**config.mk**
```make
export PLATFORM = sky130hd
export DESIGN_NAME = phase_correction_interpolator_flat
export DESIGN_NICKNAME = d
export VERILOG_FILES = /design/src/hw/rtl/pci_pkg.sv /design/src/hw/rtl/pci_stream_if.sv /design/src/hw/rtl/pci_interp.sv /design/src/hw/rtl/pci_round_div.sv /design/src/hw/rtl/phase_correction_interpolator.sv /design/src/flat_wrapper.sv
export SDC_FILE = /design/constraint.sdc
export NUM_CORES = 2
export LEC_CHECK = 0
export ABC_AREA = 0
export BUFFER_PORTS_ARGS = -buffer_cell sky130_fd_sc_hd__buf_2
export CORE_MARGIN = 1
export CORE_UTILIZATION = 30
export CTS_CLUSTER_SIZE = 25
export DETAILED_ROUTE_END_ITERATION = 8
export HOLD_SLACK_MARGIN = 0.1
export REMOVE_ABC_BUFFERS = 1
export SYNTH_ARGS = -nofsm -noshare
export SYNTH_HDL_FRONTEND = slang
export SYNTH_SLANG_ARGS = --single-unit
```
**constraint.sdc**
```tcl
create_clock -name clk -period 18.1 [get_ports clk]
set_input_delay 0.905 -clock clk [delete_from_list [all_inputs] [get_ports clk]]
set_output_delay 0.905 -clock clk [all_outputs]
set_load 0.05 [all_outputs]
```
**src/hw/rtl/pci_pkg.sv**
```systemverilog
// Shared types, widths and the calibration ROM for the phase correction interpolator.
// The ROM tables are constant arrays; the base products are built at elaboration.
// No dependencies.
package pci_pkg;

  localparam int CAL_POINTS  = 21;
  localparam int SEG_W       = $clog2(CAL_POINTS);
  localparam int FREQ_W      = 24;
  localparam int MULT_W      = 8;
  localparam int CORR_W      = 14;
  localparam int DEN_W       = 13;
  localparam int NUM_W       = 26;
  localparam int U_W         = 25;
  localparam int RECIP_SHIFT = U_W;
  localparam int RECIP_W     = 14;
  localparam int Q_W         = 14;

  localparam logic [MULT_W-1:0] MULT_X1 = 8'd1;
  localparam logic [MULT_W-1:0] MULT_X2 = 8'd2;

  localparam logic [FREQ_W-1:0] CAL_FREQ [CAL_POINTS] = '{
    24'd1000,  24'd5000,  24'd10000, 24'd15000, 24'd20000, 24'd25000, 24'd30000,
    24'd35000, 24'd40000, 24'd45000, 24'd50000, 24'd55000, 24'd60000, 24'd65000,
    24'd70000, 24'd75000, 24'd80000, 24'd85000, 24'd90000, 24'd95000, 24'd100000
  };

  localparam logic signed [CORR_W-1:0] CAL_CORR1 [CAL_POINTS] = '{
    -14'sd130, 14'sd870,  14'sd1470, 14'sd1760, 14'sd2100, 14'sd2320, 14'sd2400,
    14'sd2590, 14'sd2660, 14'sd2470, 14'sd2980, 14'sd4030, 14'sd4450, 14'sd4160,
    14'sd3880, 14'sd3340, 14'sd3440, 14'sd3930, 14'sd4030, 14'sd4150, 14'sd5240
  };

  localparam logic signed [CORR_W-1:0] CAL_CORR2 [CAL_POINTS] = '{
    14'sd100,  14'sd1000, 14'sd1720, 14'sd1770, 14'sd1800, 14'sd1920, 14'sd1990,
    14'sd2120, 14'sd2280, 14'sd2310, 14'sd2540, 14'sd3170, 14'sd3560, 14'sd3360,
    14'sd3930, 14'sd3780, 14'sd4100, 14'sd4470, 14'sd4810, 14'sd4880, 14'sd4950
  };

  // Width of the segment that ends at each point; the first entry has no segment.
  localparam logic [DEN_W-1:0] CAL_DEN [CAL_POINTS] = '{
    13'd0,    13'd4000, 13'd5000, 13'd5000, 13'd5000, 13'd5000, 13'd5000,
    13'd5000, 13'd5000, 13'd5000, 13'd5000, 13'd5000, 13'd5000, 13'd5000,
    13'd5000, 13'd5000, 13'd5000, 13'd5000, 13'd5000, 13'd5000, 13'd5000
  };

  // Reciprocal of each segment width, scaled by two to the RECIP_SHIFT and rounded down.
  localparam logic [RECIP_W-1:0] CAL_RECIP [CAL_POINTS] = '{
    14'd0,    14'd8388, 14'd6710, 14'd6710, 14'd6710, 14'd6710, 14'd6710,
    14'd6710, 14'd6710, 14'd6710, 14'd6710, 14'd6710, 14'd6710, 14'd6710,
    14'd6710, 14'd6710, 14'd6710, 14'd6710, 14'd6710, 14'd6710, 14'd6710
  };

  typedef logic signed [NUM_W-1:0] base_tab_t [CAL_POINTS];

  // Lower correction of each segment times the segment width.
  function automatic base_tab_t build_base(input logic twice);
    base_tab_t tab;
    int        lo;
    int        prod;
    tab[0] = '0;
    for (int i = 1; i < CAL_POINTS; i++) begin
      lo     = twice ? int'(CAL_CORR2[i-1]) : int'(CAL_CORR1[i-1]);
      prod   = lo * int'(CAL_DEN[i]);
      tab[i] = NUM_W'(prod);
    end
    return tab;
  endfunction

  localparam base_tab_t CAL_BASE1 = build_base(1'b0);
  localparam base_tab_t CAL_BASE2 = build_base(1'b1);

  typedef struct packed {
    logic signed [NUM_W-1:0] num;
    logic [SEG_W-1:0]        seg;
    logic                    rejected;
  } interp_t;

  typedef struct packed {
    logic [U_W-1:0]   mag;
    logic [Q_W-1:0]   q_est;
    logic [SEG_W-1:0] seg;
    logic             neg;
    logic             rejected;
  } quot_t;

  typedef struct packed {
    logic signed [CORR_W-1:0] correction_mdeg;
    logic                     rejected;
  } result_t;

endpackage

```
**src/hw/rtl/pci_stream_if.sv**
```systemverilog
// Valid/ready stream interfaces for the input and result channels.
// Depends on pci_pkg for the field widths.
interface pci_in_if;
  logic                          valid;
  logic                          ready;
  logic [pci_pkg::FREQ_W-1:0]    freq_hz;
  logic [pci_pkg::MULT_W-1:0]    multiplier_select;

  modport source (output valid, freq_hz, multiplier_select, input ready);
  modport sink (input valid, freq_hz, multiplier_select, output ready);
endinterface

interface pci_out_if;
  logic                               valid;
  logic                               ready;
  logic signed [pci_pkg::CORR_W-1:0]  correction_mdeg;
  logic                               rejected;

  modport source (output valid, correction_mdeg, rejected, input ready);
  modport sink (input valid, correction_mdeg, rejected, output ready);
endinterface

```
**src/hw/rtl/pci_interp.sv**
```systemverilog
// Segment search and interpolation numerator stage, registered at its output.
// Depends on pci_pkg for the calibration ROM and the stage struct.
module pci_interp (
  input  logic                       clk,
  input  logic                       rst_n,
  input  logic                       valid_i,
  output logic                       ready_o,
  input  logic [pci_pkg::FREQ_W-1:0] freq_i,
  input  logic                       twice_i,
  input  logic                       rejected_i,
  output logic                       valid_o,
  input  logic                       ready_i,
  output pci_pkg::interp_t           data_o
);

  logic [pci_pkg::SEG_W-1:0]                         seg;
  logic [pci_pkg::SEG_W-1:0]                         seg_lo;
  logic                                              found;
  logic                                              below;
  logic [pci_pkg::FREQ_W-1:0]                        offset;
  logic [pci_pkg::DEN_W-1:0]                         step;
  logic signed [pci_pkg::CORR_W-1:0]                 lo;
  logic signed [pci_pkg::CORR_W-1:0]                 hi;
  logic signed [pci_pkg::CORR_W:0]                   diff;
  logic signed [pci_pkg::CORR_W+pci_pkg::DEN_W+1:0]  prod;
  logic signed [pci_pkg::NUM_W-1:0]                  base;
  logic                                              valid_r;
  pci_pkg::interp_t                                  data_r;
  pci_pkg::interp_t                                  data_nxt;

  // Out-of-range frequencies land on an end segment with a zero or full step.
  always_comb begin
    seg   = pci_pkg::SEG_W'(pci_pkg::CAL_POINTS - 1);
    found = 1'b0;
    for (int i = 1; i < pci_pkg::CAL_POINTS; i++) begin
      if (!found && freq_i <= pci_pkg::CAL_FREQ[i]) begin
        seg   = pci_pkg::SEG_W'(i);
        found = 1'b1;
      end
    end
    below = freq_i <= pci_pkg::CAL_FREQ[0];
    if (below) begin
      seg = pci_pkg::SEG_W'(1);
    end
    seg_lo = seg - pci_pkg::SEG_W'(1);
    offset = freq_i - pci_pkg::CAL_FREQ[seg_lo];
    if (below) begin
      step = '0;
    end else if (!found) begin
      step = pci_pkg::CAL_DEN[seg];
    end else begin
      step = offset[pci_pkg::DEN_W-1:0];
    end
    lo   = twice_i ? pci_pkg::CAL_CORR2[seg_lo] : pci_pkg::CAL_CORR1[seg_lo];
    hi   = twice_i ? pci_pkg::CAL_CORR2[seg] : pci_pkg::CAL_CORR1[seg];
    diff = (pci_pkg::CORR_W+1)'(hi) - (pci_pkg::CORR_W+1)'(lo);
    prod = $signed({1'b0, step}) * diff;
    base = twice_i ? pci_pkg::CAL_BASE2[seg] : pci_pkg::CAL_BASE1[seg];
    data_nxt.num      = base + pci_pkg::NUM_W'(prod);
    data_nxt.seg      = seg;
    data_nxt.rejected = rejected_i;
  end

  assign ready_o = !valid_r || ready_i;

  always_ff @(posedge clk) begin
    if (!rst_n) begin
      valid_r <= 1'b0;
    end else if (ready_o) begin
      valid_r <= valid_i;
    end
  end

  always_ff @(posedge clk) begin
    if (valid_i && ready_o) begin
      data_r <= data_nxt;
    end
  end

  assign valid_o = valid_r;
  assign data_o  = data_r;

endmodule

```
**src/hw/rtl/pci_round_div.sv**
```systemverilog
// Rounded division of the numerator by the segment width, in two registered stages:
// a reciprocal multiply for the quotient estimate, then a one-step correction.
// Depends on pci_pkg for the reciprocal table and the stage structs.
module pci_round_div (
  input  logic             clk,
  input  logic             rst_n,
  input  logic             valid_i,
  output logic             ready_o,
  input  pci_pkg::interp_t data_i,
  output logic             valid_o,
  input  logic             ready_i,
  output pci_pkg::result_t data_o
);

  localparam int PROD_W = pci_pkg::U_W + pci_pkg::RECIP_W;
  localparam int BACK_W = pci_pkg::DEN_W + pci_pkg::Q_W;

  logic                              neg;
  logic [pci_pkg::NUM_W-1:0]         abs_num;
  logic [pci_pkg::U_W-1:0]           mag;
  logic [PROD_W-1:0]                 prod;
  logic [pci_pkg::DEN_W-1:0]         den_b;
  logic [BACK_W-1:0]                 back;
  logic [BACK_W-1:0]                 rem;
  logic [pci_pkg::Q_W-1:0]           quot;
  logic signed [pci_pkg::CORR_W-1:0] cq;
  logic                              rdy_b;
  logic                              va_r;
  logic                              vb_r;
  pci_pkg::quot_t                    qa_r;
  pci_pkg::quot_t                    qa_nxt;
  pci_pkg::result_t                  res_r;
  pci_pkg::result_t                  res_nxt;

  // Halves round away from zero: add half the width to the magnitude.
  always_comb begin
    neg     = data_i.num[pci_pkg::NUM_W-1];
    abs_num = neg ? pci_pkg::NUM_W'(-data_i.num) : pci_pkg::NUM_W'(data_i.num);
    mag     = pci_pkg::U_W'(abs_num) + pci_pkg::U_W'(pci_pkg::CAL_DEN[data_i.seg] >> 1);
    prod    = PROD_W'(mag) * PROD_W'(pci_pkg::CAL_RECIP[data_i.seg]);
    qa_nxt.mag      = mag;
    qa_nxt.q_est    = prod[pci_pkg::RECIP_SHIFT +: pci_pkg::Q_W];
    qa_nxt.seg      = data_i.seg;
    qa_nxt.neg      = neg;
    qa_nxt.rejected = data_i.rejected;
  end

  // The estimate is low by at most one.
  always_comb begin
    den_b = pci_pkg::CAL_DEN[qa_r.seg];
    back  = BACK_W'(qa_r.q_est) * BACK_W'(den_b);
    rem   = BACK_W'(qa_r.mag) - back;
    quot  = (rem >= BACK_W'(den_b)) ? qa_r.q_est + pci_pkg::Q_W'(1) : qa_r.q_est;
    cq    = pci_pkg::CORR_W'(quot);
    res_nxt.rejected = qa_r.rejected;
    if (qa_r.rejected) begin
      res_nxt.correction_mdeg = '0;
    end else begin
      res_nxt.correction_mdeg = qa_r.neg ? -cq : cq;
    end
  end

  assign rdy_b   = !vb_r || ready_i;
  assign ready_o = !va_r || rdy_b;

  always_ff @(posedge clk) begin
    if (!rst_n) begin
      va_r <= 1'b0;
      vb_r <= 1'b0;
    end else begin
      if (ready_o) begin
        va_r <= valid_i;
      end
      if (rdy_b) begin
        vb_r <= va_r;
      end
    end
  end

  always_ff @(posedge clk) begin
    if (valid_i && ready_o) begin
      qa_r <= qa_nxt;
    end
    if (va_r && rdy_b) begin
      res_r <= res_nxt;
    end
  end

  assign valid_o = vb_r;
  assign data_o  = res_r;

endmodule

```
**src/hw/rtl/phase_correction_interpolator.sv**
```systemverilog
// Phase correction interpolator: maps a reference frequency in hertz and a 1x/2x
// multiplier code to a correction in millidegrees from a 21-point calibration ROM,
// with linear interpolation between points, rounding to nearest (halves away from
// zero) and the end values held outside the table. Any multiplier other than 1 or 2
// returns zero with the rejected flag set. The block takes one beat per cycle while the
// output is not stalled; a result passes through four register ranks: input, numerator,
// quotient estimate, result. Each rank advances on its own, so input beats keep
// flowing into empty ranks while a result waits at the output. Depends on pci_pkg,
// pci_stream_if, pci_interp and pci_round_div.
module phase_correction_interpolator (
  input  logic             clk,
  input  logic             rst_n,
  pci_in_if.sink           in_s,
  pci_out_if.source        out_s
);

  logic                       v1_r;
  logic [pci_pkg::FREQ_W-1:0] freq_r;
  logic                       twice_r;
  logic                       rej_r;
  logic                       rdy1;
  logic                       v2;
  logic                       rdy2;
  pci_pkg::interp_t           interp;
  pci_pkg::result_t           result;

  assign in_s.ready = !v1_r || rdy1;

  always_ff @(posedge clk) begin
    if (!rst_n) begin
      v1_r <= 1'b0;
    end else if (in_s.ready) begin
      v1_r <= in_s.valid;
    end
  end

  always_ff @(posedge clk) begin
    if (in_s.valid && in_s.ready) begin
      freq_r  <= in_s.freq_hz;
      twice_r <= in_s.multiplier_select == pci_pkg::MULT_X2;
      rej_r   <= !(in_s.multiplier_select == pci_pkg::MULT_X1 ||
                   in_s.multiplier_select == pci_pkg::MULT_X2);
    end
  end

  pci_interp u_interp (
    .clk        (clk),
    .rst_n      (rst_n),
    .valid_i    (v1_r),
    .ready_o    (rdy1),
    .freq_i     (freq_r),
    .twice_i    (twice_r),
    .rejected_i (rej_r),
    .valid_o    (v2),
    .ready_i    (rdy2),
    .data_o     (interp)
  );

  pci_round_div u_round_div (
    .clk     (clk),
    .rst_n   (rst_n),
    .valid_i (v2),
    .ready_o (rdy2),
    .data_i  (interp),
    .valid_o (out_s.valid),
    .ready_i (out_s.ready),
    .data_o  (result)
  );

  assign out_s.correction_mdeg = result.correction_mdeg;
  assign out_s.rejected        = result.rejected;

endmodule

```
**src/flat_wrapper.sv**
```systemverilog
// flat-port wrapper written by rule: the top's interface ports become plain ports
module phase_correction_interpolator_flat 
  (clk, rst_n, in_s_valid, in_s_freq_hz, in_s_multiplier_select, in_s_ready, out_s_valid, out_s_correction_mdeg, out_s_rejected, out_s_ready);
  pci_in_if in_s_i ();
  pci_out_if out_s_i ();
  input  logic clk;
  input  logic rst_n;
  input wire logic [$bits(in_s_i.valid)-1:0] in_s_valid;
  input wire logic [$bits(in_s_i.freq_hz)-1:0] in_s_freq_hz;
  input wire logic [$bits(in_s_i.multiplier_select)-1:0] in_s_multiplier_select;
  output wire logic [$bits(in_s_i.ready)-1:0] in_s_ready;
  output wire logic [$bits(out_s_i.valid)-1:0] out_s_valid;
  output wire logic [$bits(out_s_i.correction_mdeg)-1:0] out_s_correction_mdeg;
  output wire logic [$bits(out_s_i.rejected)-1:0] out_s_rejected;
  input wire logic [$bits(out_s_i.ready)-1:0] out_s_ready;
  assign in_s_i.valid = in_s_valid;
  assign in_s_i.freq_hz = in_s_freq_hz;
  assign in_s_i.multiplier_select = in_s_multiplier_select;
  assign in_s_ready = in_s_i.ready;
  assign out_s_valid = out_s_i.valid;
  assign out_s_correction_mdeg = out_s_i.correction_mdeg;
  assign out_s_rejected = out_s_i.rejected;
  assign out_s_i.ready = out_s_ready;
  phase_correction_interpolator u_core (.clk(clk), .rst_n(rst_n), .in_s(in_s_i), .out_s(out_s_i));
endmodule
```
==> Word-level counts from Yosys, hierarchy flattened <==
Memories as Yosys holds them, arrays and structs flattened.
Index checks and enable logic that the tools add are counted.
{ "totals": {"rom_bits": 5920, "memories": 11, "elab_cells": 195, "reg_bits": 123, "output_inout_bits": 17, "input_bits": 36} }
{ "classes": {"mux": 71, "add_sub_neg": 9, "mul": 3, "n_bitwise": 4, "reduce_logical": 52, "magnitude_cmp": 26, "eq_ne": 2} }
{ "memory_table": {"columns": ["name", "words", "word_bits", "read_ports", "rd_ports_with_merged_regs", "wr", "line_no", "rtl"], "rows": [
  ["(no name shown)", 32, 26, 1, 0, 0, "pci_interp.sv:58", "base = twice_i ? pci_pkg::CAL_BASE2[seg] : pci_pkg::CAL_BASE1[seg];"],
  ["(no name shown)", 32, 26, 1, 0, 0, "pci_interp.sv:58", null],
  ["(no name shown)", 32, 24, 1, 0, 0, "pci_interp.sv:46", "offset = freq_i - pci_pkg::CAL_FREQ[seg_lo];"],
  ["(no name shown)", 32, 14, 1, 0, 0, "pci_interp.sv:55", "hi = twice_i ? pci_pkg::CAL_CORR2[seg] : pci_pkg::CAL_CORR1[seg];"],
  ["(no name shown)", 32, 14, 1, 0, 0, "pci_interp.sv:55", null],
  ["(no name shown)", 32, 14, 1, 0, 0, "pci_interp.sv:54", "lo = twice_i ? pci_pkg::CAL_CORR2[seg_lo] : pci_pkg::CAL_CORR1[seg_lo];"],
  ["+5 memories", null, null, null, null, null, null, null]
]} }
{ "op_table": {"columns": ["op", "n"], "rows": [
  ["two-way mux 14 bit", 14],
  ["less-or-equal comparator 24 x 16 -> 1 bit (second input constant)", 7],
  ["less-or-equal comparator 24 x 17 -> 1 bit (second input constant)", 7],
  ["two-way mux 13 bit", 10],
  ["two-way mux 26 bit", 5],
  ["two-way mux 5 bit", 21],
  ["less-or-equal comparator 24 x 15 -> 1 bit (second input constant)", 3],
  ["less-or-equal comparator 24 x 14 -> 1 bit (second input constant)", 2],
  ["multiplier 25 x 14 -> 39 bit", 1],
  [">= comparator 27 x 13 -> 1 bit", 1],
  ["multiplier 14 x 13 -> 27 bit", 1],
  ["subtractor 25 x 27 -> 27 bit", 1],
  ["adder 26 bit", 1],
  ["multiplier 14 x 15 -> 26 bit", 1],
  ["adder 25 x 12 -> 25 bit", 1],
  ["two-way mux 25 bit", 1],
  ["negation 25 bit", 1],
  [">= comparator 6 bit (second input constant)", 4],
  ["less-or-equal comparator 24 x 10 -> 1 bit (second input constant)", 1],
  ["less-or-equal comparator 24 x 13 -> 1 bit (second input constant)", 1],
  ["zero test 1 bit", 24],
  ["NOT 5 -> 6 bit", 4],
  ["logical AND 1 bit", 23],
  ["two-way mux 1 bit", 20],
  ["other kinds (8)", 12]
]} }

==> Longest topological paths before layout <==
{ "depth": {"ltp_word": 70, "ltp_mapped": 61, "ltp_nobuf": 55} }

==> Hierarchy <==
A second synthesis with hierarchy kept.
{ "unflattened": {"cells_unflattened": 3566, "hier_area_um2": 30955.9} }
{ "modules_own_cells": {"columns": ["module", "cells_per_inst", "instances", "seq_area_each_um2", "area_per_inst_um2"], "rows": [
  ["pci_round_div", 1770, 1, 1871.8, 16447.0],
  ["pci_interp", 1760, 1, 950.9, 13644.3],
  ["phase_correction_interpolator", 36, 1, 800.8, 864.6]
]} }

==> Least setup slack after synthesis <==
Ideal clock, no wire load.
{ "synth_timing": {"path_kind": "register to register", "start": "register u_core.freq_r[7] (netlist bit)", "end": "register u_core.u_interp.data_r, in the netlist u_core.u_interp.data_o[31], data pin", "setup_slack_ns": 5.093, "arrival_time_ns": 12.750, "stages_incl_launch_ff": 59, "synth_period_minus_slack_ns": 13.007, "cell_sequence": "edfxtp_1 -> clkbuf_1 -> inv_1 -> o41a_1 -> o21ai_0 -> a211o_1 -> nand3_1 -> nor2_1 -> or2_2 -> clkbuf_1 -> nor2_1 -> inv_1 -> clkbuf_1 -> clkbuf_1 -> ha_1 -> buf_1 -> a211oi_1 -> a221oi_2 -> [23 not listed] -> inv_1 -> fa_1 -> fa_1 -> fa_1 -> inv_1 -> fa_1 -> inv_1 -> ha_1 -> or3_1 -> o21ai_0 -> a31o_2 -> o211a_1 -> a21oi_1 -> a21oi_1 -> nor2b_1 -> o21a_1 -> o41a_1 -> xnor2_1"} }
{ "synth_rtl": {"columns": ["item", "line_no", "rtl"], "rows": [
  ["start, declared", "phase_correction_interpolator.sv:18", "logic [pci_pkg::FREQ_W-1:0] freq_r;"],
  ["start signal, assigned", "phase_correction_interpolator.sv:39", "freq_r <= in_s.freq_hz;"],
  ["end signal, assigned", "pci_interp.sv:76", "data_r <= data_nxt;"],
  ["end, declared", "pci_interp.sv:28", "pci_pkg::interp_t data_r;"]
]} }

==> results.md <==
- Setup TNS Final: 0 ns
- FMAX: 64.7 MHz
- Chip width: between 300 and 400 um
- Slew @ Worst Pin: about 1.1 ns
- Max incr delay on CP: just under 0.8 ns
- CTS Buf Count: 17
- Clock sinks: 121
- DRT iter0 DRCs: around 2000
- Via Count: ~24000
- Fillers: approximately 11000
- Die ar.: ~100000 sq um
- Worst EP required: between 15 and 20 ns
- CTS tree: done
- First-pass GRT wire length: ~140 mm
- Final Hold Vio Count: 0
- Ys flop type: edfxtp_1
- Final setup fails: 0
- Sequential area share after synthesis: 0.118
- Antenna cell count: 0
- Postcts setup bufs: 0
- Clk Latency, worst-skew pair: approximately 0.47 ns
- Total global routing overflow: 0
- All-Layer GR Usage: 0.167
- Nets: approximately 4300
- CTS root buffer: clkbuf_16
- Hold Path Class: reg -> reg
- Crit start category: register
- HPWL Detailed: 70.1 mm
- Crit path top cell by count: inv_1
- Area delta synth->final: 7.67%
- Routed wire per std cell: between 15 and 20 um
- Crit path DAT: roughly 16 ns
- Initial core utilization: 0.303
- Height of the die: 321 um
- Antenna-violating nets left: 0
- Synth cell types: just over 100
- Core Box Area: between 100000 and 150000 sq um
- Avg Inst Size Synth: 8.61 sq um
- Crit path to: u_core.u_interp.data_o[31]
- Port Buffers: 52
- RSZ-0062 raised after global routing: no
- FF+latch count, synth: about 120
- Max_slew headroom: 0.215
- Post-CTS sizing: 0
- Detailed Routing Iterations Pass 1: 5
- Cts hold-fix bufs: 0
- DR vias/cell: about 5
- Ys async rst share: 0
- Launch point of the worst reg-to-reg path: u_core.freq_r[10]
- H-tree levels: 4
- Status: finished clean
- Worst-path clk slew: ~0.07 ns
- Vias in the first global route: around 25000
- Most common cell after layout, fill and taps aside: inv_1
- CP Max Fanout: 36
- R2r worst-path depth: 50
- Tcrit/Tclk final: 0.854
- Final wirelength: between 80 and 90 mm
- Cell Area, Synth: 30400 sq um
- CTS max path bufs: 2
- Max-cap violations: 0
- Slowest-stage cell, CP: edfxtp_1
- Skew final: about 0.015 ns
- Setup CP Type: reg -> reg
- Residual DRC count: 0
- Final Slew Violations: 0
- Syn Inst Count: around 3500
- R2r setup slk: around 2.6 ns
- Largest net degree at the start of global routing: 52
- Syn. warnings: 0
- Most frequent cells in the layout: inv_1, fa_1, ha_1
- Crit path from: u_core.freq_r[10]
- Routability cong.: around 0.92
- Layout cells sized above 1: 0.0526
- FF-to-FF End: u_core.u_interp.data_o[31]
- Min Tclk post-route: between 15 and 20 ns
- Site Rows: between 100 and 150
- Post-synth EDFFs: roughly 120
- Nature of the critical path endpoint: register
- Initial antenna violation count: 1
- Boundary Pins: 53
[layer usage]
layer,track usage,wire (um),up-vias
li1,-,-,11500
met1,0.217,36600,11800
met2,0.283,40300,754
met3,0.0172,4310,164
met4,0.0706,3290,2
met5,0,11,-
[synth_stat cells, drive strengths merged (11+ instances only)]
cell type,n,share of area
nand4,20,0.0043
buf,17,0.0025
a211oi,34,0.0086
a21boi,17,0.0042
o31ai,21,0.0052
nor2b,36,0.0074
nor2,308,0.038
and3,22,0.0045
or4,16,0.0042
xor2,47,0.014
inv,700,0.086
a21oi,143,0.024
a31oi,36,0.0076
fa,445,0.29
clkbuf,123,0.015
nor4,20,0.0045
ha,359,0.15
o211ai,32,0.0079
a221oi,11,0.0034
nand2b,29,0.0060
o21bai,14,0.0035
edfxtp,117,0.12
nand2,307,0.038
o21ai,140,0.023
nor3,58,0.0099
o21a,21,0.0052
or2,21,0.0043
and2,31,0.0064
or3,15,0.0031
o22ai,19,0.0039
xnor2,117,0.034
nand3,44,0.0072
a21o,38,0.0094
[flip-flops by register name, summed over array words and instances, names as in the netlist]
signal and count:
u_core.u_interp.data_o 31, u_core.rej_r 1, u_core.v1_r 1, u_core.u_interp.valid_o 1, u_core.u_round_div.valid_o 1, u_core.twice_r 1
u_core.u_round_div.va_r 1, u_core.u_round_div.qa_r 45, u_core.freq_r 24, u_core.u_round_div.data_o 15
[worst min-delay path by stage]
| stage | from | end | slack (ns) | depth (start not counted) |
|---|---|---|---|---|
| 2_1_floorplan | u_core.rej_r | u_core.u_interp.data_o[0] | 0.40 | 0 |
| 3_3_place_gp | u_core.u_interp.data_o[2] | u_core.u_round_div.qa_r[3] | 0.46 | 0 |
| 3_5_place_dp | u_core.u_interp.data_o[5] | u_core.u_round_div.qa_r[6] | 0.46 | 0 |
| 4_1_cts | u_core.u_interp.data_o[5] | u_core.u_round_div.qa_r[6] | 0.48 | 0 |
| 5_1_grt | u_core.u_interp.data_o[5] | u_core.u_round_div.qa_r[6] | 0.49 | 0 |
| 6_report | u_core.u_interp.data_o[5] | u_core.u_round_div.qa_r[6] | 0.48 | 0 |
[final cells by class]
cell class                      instances  area (sq um)  area share
Clock inverter                         13           170     0.00519
Tap cell                             1357          1700      0.0518
Multi-Input combinational cell       2574         23700       0.724
Timing Repair Buffer                   89           538      0.0164
Clock buffer                           18           429      0.0131
Inverter                              700          2630      0.0802
Sequential cell                       121          3590       0.110
[through the flow]
stage                     area [sq um]  worst slack (ns)  std cells  hold slack (ns)  utilization
after global placement           32200              2.90       4841            0.460        0.321
after detailed placement         32200              3.01       4841            0.464        0.321
final                            32800              2.64       4872            0.479        0.327
after CTS                        32800              2.93       4872            0.479        0.327
after global routing             32800              1.95       4872            0.493        0.327
after floorplan                  29900              3.31       3395            0.400            -
[worst max-delay path: cells and delay by family (launching register included)]
family | cells | cell delay, ns
AOI/OAI and AO/OA | 17 | 3.29
xor gates and xnor gates | 2 | 0.74
adders and majority gates | 9 | 4.17
and+or+nand+nor | 14 | 4.64
buffers and inverters | 8 | 1.54
DFF | 1 | 0.77
[logic make-up (layout without fill, tap and decap cells)]
| logic type | Yosys count | in the layout | share of synthesized area |
|---|---|---|---|
| simple gates | 965 | 965 | 0.149 |
| buf+inv | 840 | 820 | 0.104 |
| fa+ha+maj | 804 | 804 | 0.440 |
| compound gates | 627 | 627 | 0.136 |
| xor+xnor | 164 | 164 | 0.0472 |
| flops | 121 | 121 | 0.118 |
| mux | 14 | 14 | 0.00526 |
Power is not shown: default switching activity piles up to over one toggle a cycle in this logic, so the estimate is an artifact.
